--- config.mk ---
export PLATFORM = sky130hd
export DESIGN_NAME = lfu_cache_table_unit_flat
export DESIGN_NICKNAME = d
export VERILOG_FILES = /design/src/rtl/core/lfuc_pkg.sv /design/src/rtl/core/lfuc_if.sv /design/src/rtl/core/lfuc_ram.sv /design/src/rtl/core/lfu_cache_table_unit.sv /design/src/flat_wrapper.sv
export SDC_FILE = /design/constraint.sdc
export NUM_CORES = 1
export LEC_CHECK = 0
export ABC_AREA = 1
export BUFFER_PORTS_ARGS = -buffer_cell sky130_fd_sc_hd__buf_2
export CORE_MARGIN = 2
export CORE_UTILIZATION = 50
export DETAILED_ROUTE_END_ITERATION = 7
export PLACE_DENSITY = 0.7
export SLEW_MARGIN = 20
export SYNTH_ARGS = -nofsm -noshare
export SYNTH_HDL_FRONTEND = slang
export SYNTH_HIERARCHICAL = 1
export SYNTH_SLANG_ARGS = --single-unit
--- constraint.sdc ---
create_clock -name i_clk -period 9.2 [get_ports i_clk]
set_clock_uncertainty 0.15 [all_clocks]
set_input_delay 0 -clock i_clk [delete_from_list [all_inputs] [get_ports i_clk]]
set_output_delay 0 -clock i_clk [all_outputs]
set_load 0.05 [all_outputs]
--- src/rtl/core/lfuc_pkg.sv ---
// Package for the LFU cache table: widths, register map, opcodes, sequencer states.
// No dependencies; lfuc_if and the top level import it.
`default_nettype none

package lfuc_pkg;

    // Build-time defaults for the top-level parameters
    localparam int ENTRIES_DEF    = 8;
    localparam int COUNT_BITS_DEF = 16;

    // Fixed payload widths
    localparam int KEY_W = 32;
    localparam int VAL_W = 64;

    // Configuration port
    localparam int          APB_DW    = 32;
    localparam int          PADDR_W   = 2;
    localparam int          CAP_W     = 4;
    localparam logic [CAP_W-1:0] CAP_RESET = 4'd8;
    localparam logic [PADDR_W-1:0] ADDR_CAPACITY = '0;

    typedef enum logic [0:0] {
        OP_GET = 1'b0,
        OP_SET = 1'b1
    } t_op;

    typedef enum logic [1:0] {
        ST_IDLE,
        ST_SCAN,
        ST_UPDATE
    } t_state;

endpackage

`default_nettype wire

--- src/rtl/core/lfuc_if.sv ---
// Request and response channel interfaces of the LFU cache table.
// Depends on lfuc_pkg for the opcode type and payload widths.
`default_nettype none

interface lfuc_req_if;
    import lfuc_pkg::*;

    logic                    valid;
    logic                    ready;
    t_op                     op;
    logic signed [KEY_W-1:0] key;
    logic        [VAL_W-1:0] write_value;

    modport source (output valid, op, key, write_value, input ready);
    modport sink   (input valid, op, key, write_value, output ready);
endinterface

interface lfuc_rsp_if;
    import lfuc_pkg::*;

    logic                    valid;
    logic                    ready;
    logic                    hit;
    logic        [VAL_W-1:0] read_value;
    logic                    evicted;
    logic signed [KEY_W-1:0] evicted_key;

    modport source (output valid, hit, read_value, evicted, evicted_key, input ready);
    modport sink   (input valid, hit, read_value, evicted, evicted_key, output ready);
endinterface

`default_nettype wire

--- src/rtl/core/lfuc_ram.sv ---
// Generic single-write, single-read RAM with registered read data.
// Standalone; no package needed.
`default_nettype none

module lfuc_ram #(
    parameter int WIDTH = 8,
    parameter int DEPTH = 8,
    localparam int AW   = (DEPTH > 1) ? $clog2(DEPTH) : 1
) (
    input  wire logic             i_clk,
    input  wire logic             i_we,
    input  wire logic [AW-1:0]    i_waddr,
    input  wire logic [WIDTH-1:0] i_wdata,
    input  wire logic [AW-1:0]    i_raddr,
    output logic      [WIDTH-1:0] o_rdata
);

    logic [WIDTH-1:0] r_mem [DEPTH];

    always_ff @(posedge i_clk) begin
        if (i_we) begin
            r_mem[i_waddr] <= i_wdata;
        end
        o_rdata <= r_mem[i_raddr];
    end

endmodule

`default_nettype wire

--- src/rtl/core/lfu_cache_table_unit.sv ---
// LFU cache table top level: sequencer, scan compare unit, recency ranks, APB register.
// Depends on lfuc_pkg, lfuc_req_if / lfuc_rsp_if and lfuc_ram.
//
// Requests (get or set of a 32-bit key, 64-bit value on set) arrive on i_req, a
// valid/ready channel; exactly one response per request leaves on o_rsp. The store
// is fully associative, ENTRIES deep, least-frequently-used replacement, ties going
// to the least recently touched entry. Capacity is an APB register at byte address 0
// (reset 8, clamped to ENTRIES, zero turns every set into a no-op); write it only
// while no request is in flight.
//
// Sequence: after the accepting idle cycle, the scan reads one entry per cycle from
// the table RAM into a shared compare unit (key match, victim choice), running on
// past the last address to cover the registered read; the update state then writes
// the RAM, the valid bits, the ranks and the output register.
// i_req.ready is high only in the idle state. A finished response waits in the output
// register while the next request is taken; if the receiver still stalls it when the
// next update is due, the update cycle holds and nothing new is accepted.
//
// Reset (synchronous, active low): all entries invalid, ranks in index order,
// capacity 8, no response pending. Key/value/count RAM is not cleared.
`default_nettype none

module lfu_cache_table_unit #(
    parameter int ENTRIES    = lfuc_pkg::ENTRIES_DEF,
    parameter int COUNT_BITS = lfuc_pkg::COUNT_BITS_DEF
) (
    input  wire logic                         i_clk,
    input  wire logic                         i_rst_n,
    lfuc_req_if.sink                          i_req,
    lfuc_rsp_if.source                        o_rsp,
    input  wire logic                         psel,
    input  wire logic                         penable,
    input  wire logic                         pwrite,
    input  wire logic [lfuc_pkg::PADDR_W-1:0] paddr,
    input  wire logic [lfuc_pkg::APB_DW-1:0]  pwdata,
    output logic      [lfuc_pkg::APB_DW-1:0]  prdata,
    output logic                              pready
);
    import lfuc_pkg::*;

    localparam int IDX_W  = (ENTRIES > 1) ? $clog2(ENTRIES) : 1;
    localparam int CNT_W  = $clog2(ENTRIES + 1);
    localparam int CMPW   = (CNT_W > CAP_W) ? CNT_W : CAP_W;
    localparam int WORD_W = KEY_W + VAL_W + COUNT_BITS;

    localparam logic [CNT_W-1:0]      SCAN_END  = CNT_W'(ENTRIES);
    localparam logic [CMPW-1:0]       ENT_LIMIT = CMPW'(ENTRIES);
    localparam logic [IDX_W-1:0]      RANK_TOP  = IDX_W'(ENTRIES - 1);
    localparam logic [COUNT_BITS-1:0] COUNT_MAX = '1;
    localparam logic [COUNT_BITS-1:0] COUNT_ONE = COUNT_BITS'(1);

    // ---------------- configuration register ----------------
    logic [CAP_W-1:0] r_capacity;

    assign pready = 1'b1;
    assign prdata = APB_DW'(r_capacity);

    // ---------------- request latch and sequencer ----------------
    t_state                   r_state, n_state;
    t_op                      r_op;
    logic signed [KEY_W-1:0]  r_key;
    logic        [VAL_W-1:0]  r_wval;
    logic        [CNT_W-1:0]  r_cnt;       // scan read address, runs to ENTRIES
    logic                     r_cmp_vld;   // RAM data on the read port is live
    logic        [IDX_W-1:0]  r_cmp_idx;

    logic in_ready;
    logic upd_fire;
    logic req_fire;

    // ---------------- per-entry state in flops ----------------
    logic [ENTRIES-1:0] r_valid;
    logic [ENTRIES-1:0] n_valid;
    logic [IDX_W-1:0]   r_rank [ENTRIES];   // higher = more recently touched

    // ---------------- scan results ----------------
    logic                    r_found;
    logic [IDX_W-1:0]        r_found_idx;
    logic [VAL_W-1:0]        r_found_val;
    logic [COUNT_BITS-1:0]   r_found_cnt;
    logic                    r_vic_found;
    logic [IDX_W-1:0]        r_vic_idx;
    logic signed [KEY_W-1:0] r_vic_key;
    logic [COUNT_BITS-1:0]   r_vic_cnt;
    logic [IDX_W-1:0]        r_vic_rank;
    logic                    r_free_found;
    logic [IDX_W-1:0]        r_free_idx;
    logic [CNT_W-1:0]        r_fill;

    // ---------------- response register ----------------
    logic                    r_out_valid;
    logic                    r_out_hit;
    logic [VAL_W-1:0]        r_out_rval;
    logic                    r_out_evicted;
    logic signed [KEY_W-1:0] r_out_ekey;

    // ---------------- table RAM ----------------
    logic              ram_we;
    logic [IDX_W-1:0]  ram_waddr;
    logic [WORD_W-1:0] ram_wdata;
    logic [WORD_W-1:0] ram_rdata;

    lfuc_ram #(
        .WIDTH (WORD_W),
        .DEPTH (ENTRIES)
    ) u_table (
        .i_clk   (i_clk),
        .i_we    (ram_we),
        .i_waddr (ram_waddr),
        .i_wdata (ram_wdata),
        .i_raddr (r_cnt[IDX_W-1:0]),
        .o_rdata (ram_rdata)
    );

    logic signed [KEY_W-1:0] d_key;
    logic [VAL_W-1:0]        d_val;
    logic [COUNT_BITS-1:0]   d_cnt;

    assign d_key = ram_rdata[WORD_W-1 -: KEY_W];
    assign d_val = ram_rdata[COUNT_BITS +: VAL_W];
    assign d_cnt = ram_rdata[COUNT_BITS-1:0];

    // ---------------- shared scan compare unit ----------------
    logic             cmp_live;
    logic             cmp_match;
    logic             cmp_better;
    logic             cmp_free;
    logic [IDX_W-1:0] cmp_rank;

    always_comb begin
        cmp_rank   = r_rank[r_cmp_idx];
        cmp_live   = r_cmp_vld && r_valid[r_cmp_idx];
        cmp_match  = cmp_live && (d_key == r_key);
        cmp_better = cmp_live && (!r_vic_found || (d_cnt < r_vic_cnt) ||
                     ((d_cnt == r_vic_cnt) && (cmp_rank < r_vic_rank)));
        cmp_free   = r_cmp_vld && !r_valid[r_cmp_idx] && !r_free_found;
    end

    // ---------------- sequencer: next state ----------------
    always_comb begin
        n_state = r_state;
        case (r_state)
            ST_IDLE: begin
                if (i_req.valid) begin
                    n_state = ST_SCAN;
                end
            end
            ST_SCAN: begin
                if (r_cnt == SCAN_END) begin
                    n_state = ST_UPDATE;
                end
            end
            ST_UPDATE: begin
                if (!r_out_valid || o_rsp.ready) begin
                    n_state = ST_IDLE;
                end
            end
            default: n_state = ST_IDLE;
        endcase
    end

    // ---------------- sequencer: outputs ----------------
    always_comb begin
        in_ready = 1'b0;
        upd_fire = 1'b0;
        case (r_state)
            ST_IDLE:   in_ready = 1'b1;
            ST_SCAN:   ;
            ST_UPDATE: upd_fire = !r_out_valid || o_rsp.ready;
            default:   ;
        endcase
    end

    assign i_req.ready = in_ready;
    assign req_fire    = in_ready && i_req.valid;

    // ---------------- update decision ----------------
    logic [CMPW-1:0]       cap_eff;
    logic [CMPW-1:0]       fill_ext;
    logic [COUNT_BITS-1:0] bumped;
    logic                  do_touch;
    logic [IDX_W-1:0]      touch_idx;
    logic [IDX_W-1:0]      touch_old;
    logic                  do_evict;
    logic                  do_insert;
    logic [IDX_W-1:0]      ins_idx;
    logic                  res_hit;
    logic [VAL_W-1:0]      res_rval;
    logic                  res_evicted;
    logic signed [KEY_W-1:0] res_ekey;

    always_comb begin
        cap_eff  = (CMPW'(r_capacity) > ENT_LIMIT) ? ENT_LIMIT : CMPW'(r_capacity);
        fill_ext = CMPW'(r_fill);
        bumped   = (r_found_cnt == COUNT_MAX) ? r_found_cnt : r_found_cnt + COUNT_ONE;

        ram_we    = 1'b0;
        ram_waddr = r_found_idx;
        ram_wdata = {r_key, r_wval, bumped};
        do_touch  = 1'b0;
        touch_idx = r_found_idx;
        do_evict  = 1'b0;
        do_insert = 1'b0;
        ins_idx   = r_free_idx;

        res_hit     = r_found;
        res_rval    = '0;
        res_evicted = 1'b0;
        res_ekey    = '0;

        case (r_op)
            OP_GET: begin
                if (r_found) begin
                    res_rval  = r_found_val;
                    ram_we    = upd_fire;
                    ram_wdata = {r_key, r_found_val, bumped};
                    do_touch  = 1'b1;
                end
            end
            OP_SET: begin
                if (cap_eff != '0) begin
                    if (r_found) begin
                        ram_we   = upd_fire;
                        do_touch = 1'b1;
                    end else begin
                        // full (or over capacity after a lowered limit): drop the victim, then fill the
                        // lowest free slot, the victim's freed slot included
                        do_evict = r_vic_found && (fill_ext >= cap_eff);
                        if (do_evict && (!r_free_found || (r_vic_idx < r_free_idx))) begin
                            ins_idx = r_vic_idx;
                        end
                        do_insert   = 1'b1;
                        ram_we      = upd_fire;
                        ram_waddr   = ins_idx;
                        ram_wdata   = {r_key, r_wval, COUNT_ONE};
                        do_touch    = 1'b1;
                        touch_idx   = ins_idx;
                        res_evicted = do_evict;
                        if (do_evict) begin
                            res_ekey = r_vic_key;
                        end
                    end
                end
            end
            default: ;
        endcase

        // victim cleared first, the insert may reuse its slot
        n_valid = r_valid;
        if (do_evict) begin
            n_valid[r_vic_idx] = 1'b0;
        end
        if (do_insert) begin
            n_valid[ins_idx] = 1'b1;
        end

        touch_old = r_rank[touch_idx];
    end

    // ---------------- registers ----------------
    always_ff @(posedge i_clk) begin
        if (!i_rst_n) begin
            r_state     <= ST_IDLE;
            r_capacity  <= CAP_RESET;
            r_cnt       <= '0;
            r_cmp_vld   <= 1'b0;
            r_out_valid <= 1'b0;
            r_valid     <= '0;
            for (int i = 0; i < ENTRIES; i++) begin
                r_rank[i] <= IDX_W'(i);
            end
        end else begin
            r_state <= n_state;

            if (psel && penable && pwrite && pready && (paddr == ADDR_CAPACITY)) begin
                r_capacity <= pwdata[CAP_W-1:0];
            end

            // scan address and compare pipeline
            if (req_fire) begin
                r_cnt <= '0;
            end else if ((r_state == ST_SCAN) && (r_cnt != SCAN_END)) begin
                r_cnt <= r_cnt + CNT_W'(1);
            end
            r_cmp_vld <= (r_state == ST_SCAN) && (r_cnt != SCAN_END);

            if (upd_fire) begin
                r_valid <= n_valid;
            end

            // recency: touched entry goes to the top, those above it slide down
            if (upd_fire && do_touch) begin
                for (int i = 0; i < ENTRIES; i++) begin
                    if (IDX_W'(i) == touch_idx) begin
                        r_rank[i] <= RANK_TOP;
                    end else if (r_rank[i] > touch_old) begin
                        r_rank[i] <= r_rank[i] - IDX_W'(1);
                    end
                end
            end

            if (upd_fire) begin
                r_out_valid <= 1'b1;
            end else if (o_rsp.ready) begin
                r_out_valid <= 1'b0;
            end
        end
    end

    // payload and scan trackers, no reset needed (re-armed on every request)
    always_ff @(posedge i_clk) begin
        r_cmp_idx <= r_cnt[IDX_W-1:0];

        if (req_fire) begin
            r_op         <= i_req.op;
            r_key        <= i_req.key;
            r_wval       <= i_req.write_value;
            r_found      <= 1'b0;
            r_vic_found  <= 1'b0;
            r_free_found <= 1'b0;
            r_fill       <= '0;
        end else begin
            if (cmp_live) begin
                r_fill <= r_fill + CNT_W'(1);
            end
            if (cmp_match) begin
                r_found     <= 1'b1;
                r_found_idx <= r_cmp_idx;
                r_found_val <= d_val;
                r_found_cnt <= d_cnt;
            end
            if (cmp_better) begin
                r_vic_found <= 1'b1;
                r_vic_idx   <= r_cmp_idx;
                r_vic_key   <= d_key;
                r_vic_cnt   <= d_cnt;
                r_vic_rank  <= cmp_rank;
            end
            if (cmp_free) begin
                r_free_found <= 1'b1;
                r_free_idx   <= r_cmp_idx;
            end
        end

        if (upd_fire) begin
            r_out_hit     <= res_hit;
            r_out_rval    <= res_rval;
            r_out_evicted <= res_evicted;
            r_out_ekey    <= res_ekey;
        end
    end

    assign o_rsp.valid       = r_out_valid;
    assign o_rsp.hit         = r_out_hit;
    assign o_rsp.read_value  = r_out_rval;
    assign o_rsp.evicted     = r_out_evicted;
    assign o_rsp.evicted_key = r_out_ekey;

endmodule

`default_nettype wire
--- src/flat_wrapper.sv ---
// flat-port wrapper written by rule: the top's interface ports become plain ports
module lfu_cache_table_unit_flat import lfuc_pkg::*;
#(
    parameter int ENTRIES    = lfuc_pkg::ENTRIES_DEF,
    parameter int COUNT_BITS = lfuc_pkg::COUNT_BITS_DEF
)
  (i_clk, i_rst_n, psel, penable, pwrite, paddr, pwdata, prdata, pready, i_req_valid, i_req_op, i_req_key, i_req_write_value, i_req_ready, o_rsp_valid, o_rsp_hit, o_rsp_read_value, o_rsp_evicted, o_rsp_evicted_key, o_rsp_ready);
  lfuc_req_if i_req_i ();
  lfuc_rsp_if o_rsp_i ();
  input  wire logic i_clk;
  input  wire logic i_rst_n;
  input  wire logic psel;
  input  wire logic penable;
  input  wire logic pwrite;
  input  wire logic [lfuc_pkg::PADDR_W-1:0] paddr;
  input  wire logic [lfuc_pkg::APB_DW-1:0] pwdata;
  output logic      [lfuc_pkg::APB_DW-1:0] prdata;
  output logic pready;
  input wire logic [$bits(i_req_i.valid)-1:0] i_req_valid;
  input wire logic [$bits(i_req_i.op)-1:0] i_req_op;
  input wire logic [$bits(i_req_i.key)-1:0] i_req_key;
  input wire logic [$bits(i_req_i.write_value)-1:0] i_req_write_value;
  output wire logic [$bits(i_req_i.ready)-1:0] i_req_ready;
  output wire logic [$bits(o_rsp_i.valid)-1:0] o_rsp_valid;
  output wire logic [$bits(o_rsp_i.hit)-1:0] o_rsp_hit;
  output wire logic [$bits(o_rsp_i.read_value)-1:0] o_rsp_read_value;
  output wire logic [$bits(o_rsp_i.evicted)-1:0] o_rsp_evicted;
  output wire logic [$bits(o_rsp_i.evicted_key)-1:0] o_rsp_evicted_key;
  input wire logic [$bits(o_rsp_i.ready)-1:0] o_rsp_ready;
  assign i_req_i.valid = i_req_valid;
  assign i_req_i.op = i_req_op;
  assign i_req_i.key = i_req_key;
  assign i_req_i.write_value = i_req_write_value;
  assign i_req_ready = i_req_i.ready;
  assign o_rsp_valid = o_rsp_i.valid;
  assign o_rsp_hit = o_rsp_i.hit;
  assign o_rsp_read_value = o_rsp_i.read_value;
  assign o_rsp_evicted = o_rsp_i.evicted;
  assign o_rsp_evicted_key = o_rsp_i.evicted_key;
  assign o_rsp_i.ready = o_rsp_ready;
  lfu_cache_table_unit #(.ENTRIES(ENTRIES), .COUNT_BITS(COUNT_BITS)) u_core (.i_clk(i_clk), .i_rst_n(i_rst_n), .i_req(i_req_i), .o_rsp(o_rsp_i), .psel(psel), .penable(penable), .pwrite(pwrite), .paddr(paddr), .pwdata(pwdata), .prdata(prdata), .pready(pready));
endmodule
==> impl_metrics.csv <==
group,metric,value,unit
outcome,status,"complete, no violations",
clock_tree,h-tree-depth,4,
power_and_ir_drop,p_leak,29.67,nW
global_route,track_usage,0.2175,
global_route,grt_pass1_wl,202900,microns
logic_synthesis,synthMuxAreaShare,0,
global_route,grt_antenna_before_repair,2,
die,die_h,345.6,microns
logic_synthesis,synth_area_leaders,"edfxtp_1 (65%), nand2_1 (11%), inv_1 (7.4%)",
logic_synthesis,netlist.area_leader.share,0.6458,
worst_setup_path,cp.arrival,5.03,ns
sta,setup_viol,0,
clock_tree,postCtsSetupBuffers,0,
logic_synthesis,synth-edff-count,1255,
global_route,grt_overflow_total,0,
logic_synthesis,yosysSeqAreaShare,0.6946,
sta,fin_crit_sh,0.5133,
clock_tree,cts_sinks,1397,
logic_synthesis,syn_area_per_cell,10.61,sq um
sta,slew_headroom,0.2422,
detailed_routing,drc_errors,0,
power_and_ir_drop,switchingPower,0.003114,W
logic_synthesis,synth_cell_types,50,
clock_tree,cts-root-buf,"clkbuf_16",
placement,routabilityCongestion,0.8655,
placement,hpwl,68870,microns
die,start_util,0.5028,
logic_synthesis,synth_compound_area_frac,0.02005,
layout,synthToLayoutAreaGrowth,15.52,%
worst_setup_path,worst_setup_path_end_kind,"flip-flop",
logic_synthesis,syn_area,58350,sq um
logic_synthesis,ys_ff_latch,1397,
worst_setup_path,crit_type,"reg -> reg",
power_and_ir_drop,clock_power_share,0.418,
die,core,116000,sq um
logic_synthesis,synth_area_leader_cell,"edfxtp_1",
logic_synthesis,ys.flop_type,"edfxtp_1",
die,dieArea,119500,sq um
sta,rsz0062_at_grt,"false",
clock_tree,clock_insertion_delay_worst_skew,0.76,ns
logic_synthesis,synth_most_common_cell,"nand2_1",
sta,max_freq,0.2117,GHz
power_and_ir_drop,peakVddDrop,0.1648,mV
power_and_ir_drop,power_density,205.4,nW/um^2
placement,io_buffers,213,
sta,fin_crit,4.723,ns
power_and_ir_drop,p_seq_frac,0.518,
sta,drv_slew,0,
clock_tree,cts_tree,"built",
worst_setup_path,cp.required,9.50,ns
logic_synthesis,ys_warn_count,6,
layout,diodes,0,
job,cap_violations,0,
die,rows,125,
clock_tree,cts_resized,0,
logic_synthesis,synth_common_cells,"nand2_1 (1658), edfxtp_1 (1255), inv_1 (1148), nand3_1 (521), nor2_1 (168)",
global_route,grt_start_max_net_pins,204,
sta,fin_setup_tns,0,ns
detailed_routing,wl,131300,microns
sta,worst_pin_slew,1.137,ns
detailed_routing,vias_per_cell,5.029,
clock_tree,clockBufferDepth,3,
clock_tree,cts_hold_buffers,217,
detailed_routing,antenna_left,0,
worst_hold_path,hold_path.class,"in -> reg",
detailed_routing,dr.pass1.iters,6,
detailed_routing,num_vias,37978,
detailed_routing,wl_per_cell,17.38,microns
layout,fin_nets,6096,
detailed_routing,drt_iter0_markers,3463,
power_and_ir_drop,power_frac_comb,0.064,
worst_setup_path,worst-path-max-fanout,11,
logic_synthesis,synth_adder_area_share,0.01115,
logic_synthesis,synth_top_family_by_area,"simple AND/OR/NAND/NOR gates",
clock_tree,clkTransAtPathRegs,0.05,ns
global_route,grt_pass1_vias,36922,
power_and_ir_drop,swShare,0.2249,
die,ioPinCount,271,
logic_synthesis,synth_xor_area_frac,0.005253,
worst_setup_path,critPathLaunchType,"flip-flop",
layout,drive_above_1_share,0.08643,
clock_tree,cts_made_buffers,145,
layout,final_core_util,0.5809,
power_and_ir_drop,intPower,0.01073,W
logic_synthesis,synthCells,5499,
sta,hold_violations,0,
logic_synthesis,async_flop_share,0,
die,die_w,345.6,microns
logic_synthesis,synthSimpleGateAreaFrac,0.1706,
-- placed cells by master, fill, tap and decap left out, drive strengths merged, types with 2 or more instances in the layout --
master / count
a21oi: 51
a31o: 2
a31oi: 4
and3: 2
buf: 253
bufinv: 13
clkbuf: 189
clkinv: 52
clkinvlp: 4
conb: 29
dfxtp: 142
dlygate4sd3: 217
edfxtp: 1255
ha: 52
inv: 1166
nand2: 1670
nand3: 528
nand4: 22
nor2: 174
nor3: 6
nor4: 8
o2111ai: 3
o211ai: 2
o21a: 4
o21ai: 107
o21bai: 8
o221ai: 3
o22ai: 6
o41ai: 8
or2: 5
xnor2: 23
xor2: 12
-- power groups by stage --
| stage | registers (W) | logic, W | clock network [W] |
|---|---|---|---|
| final | 0.00717 | 0.000884 | 0.00579 |
| after global routing | 0.00718 | 0.000981 | 0.00615 |
| after CTS | 0.00717 | 0.000879 | 0.00588 |
| after detailed placement | 0.00730 | 0.000805 | 0 |
| after global placement | 0.00730 | 0.000784 | 0 |
| after floorplan | 0.00731 | 0.000574 | 0 |
-- cell type report --
type	count	area, sq um
tap	1524	1907
clock buffer	189	3905
timing repair buffer	470	3600
multi-input combinational	2737	12280
inverter	1155	4365
fill	9096	48640
sequential	1397	40540
clock inverter	80	808.3
-- registers in the layout, summed over array words and instances (netlist names), 2 cells and up --
name / flops
u_core/r_cmp_idx: 3
u_core/r_free_idx: 3
u_core/r_vic_key: 32
u_core/r_vic_idx: 3
u_core/o_rsp.evicted_key: 32
u_core/fill_ext: 4
u_core/r_vic_cnt: 16
u_core/u_table/r_mem: 896
u_core/r_valid: 8
u_core/r_found_val: 64
u_core/r_found_cnt: 16
u_core/o_rsp.read_value: 64
u_core/u_table/o_rdata: 112
u_core/r_wval: 64
u_core/r_rank: 24
u_core/r_capacity: 4
u_core/r_vic_rank: 3
u_core/r_cnt: 4
u_core/r_state: 2
u_core/r_found_idx: 3
u_core/r_key: 32
-- final timing paths --
| check | slack, ns | endpoint | cells past startpoint | startpoint |
|---|---|---|---|---|
| worst max-delay path | 4.48 | u_core/r_rank[5][0]$_SDFFCE_PN1P_ | 21 | u_core/r_capacity[0]$_SDFFE_PN0P_ |
| worst min-delay path | 0.11 | u_core/r_capacity[1]$_SDFFE_PN0P_ | 5 | paddr[1] |
| worst max register to register | 4.48 | u_core/r_rank[5][0]$_SDFFCE_PN1P_ | 21 | u_core/r_capacity[0]$_SDFFE_PN0P_ |
| worst min register to register | 0.24 | u_core/r_found_val[6]$_DFFE_PP_ | 0 | u_core/u_table/o_rdata[22]$_DFF_P_ |
-- metal layers --
metal	vias up	global-route usage	part of all wire
li1	18259	-	-
met1	18198	0.2851	0.42
met2	1288	0.3688	0.48
met3	233	0.03598	0.068
met4	0	0.07441	0.027
met5	-	0	0
-- worst max-delay path: stages, from the launching register on --
cell and delay (ns):
dfxtp_1 0.31, inv_1 0.13, nand3_1 0.12, a21oi_1 0.18
ha_1 0.26, nand4_1 0.10, nand3_1 0.19, nand4_1 0.21
nand3_4 0.19, nand2_4 0.18, inv_1 0.07, nor2_1 0.16
inv_1 0.15, o22ai_1 0.13, a21oi_1 0.06, a21oi_1 0.81
ha_1 0.41, a31o_2 0.25, inv_1 0.06, nand2_1 0.06
nand2_1 0.10, nand3_1 0.15
-- kinds of logic (layout without fill, tap and decap cells) --
group                    Yosys count  in the layout
other                              2             29
buffers and inverters           1392           1894
XOR/XNOR                          35             35
adder cells (fa/ha/maj)           52             52
AND/OR/NAND/NOR                 2415           2415
flip-flops                      1397           1397
AO/OA/AOI/OAI                    206            206
-- stage by stage --
step	hold WS, ns	total power [W]	std cells	setup WS [ns]	area (sq um)
2_1_floorplan	-0.05113	0.007879	5526	1.480	58460
3_3_place_gp	0.02754	0.008082	7065	4.655	60490
3_5_place_dp	0.02809	0.008108	7065	4.584	60490
4_1_cts	0.01214	0.01393	7551	4.524	67380
5_1_grt	0.09666	0.01431	7552	4.099	67410
6_report	0.1101	0.01384	7552	4.477	67410
Power figures use the tool's default switching activity.
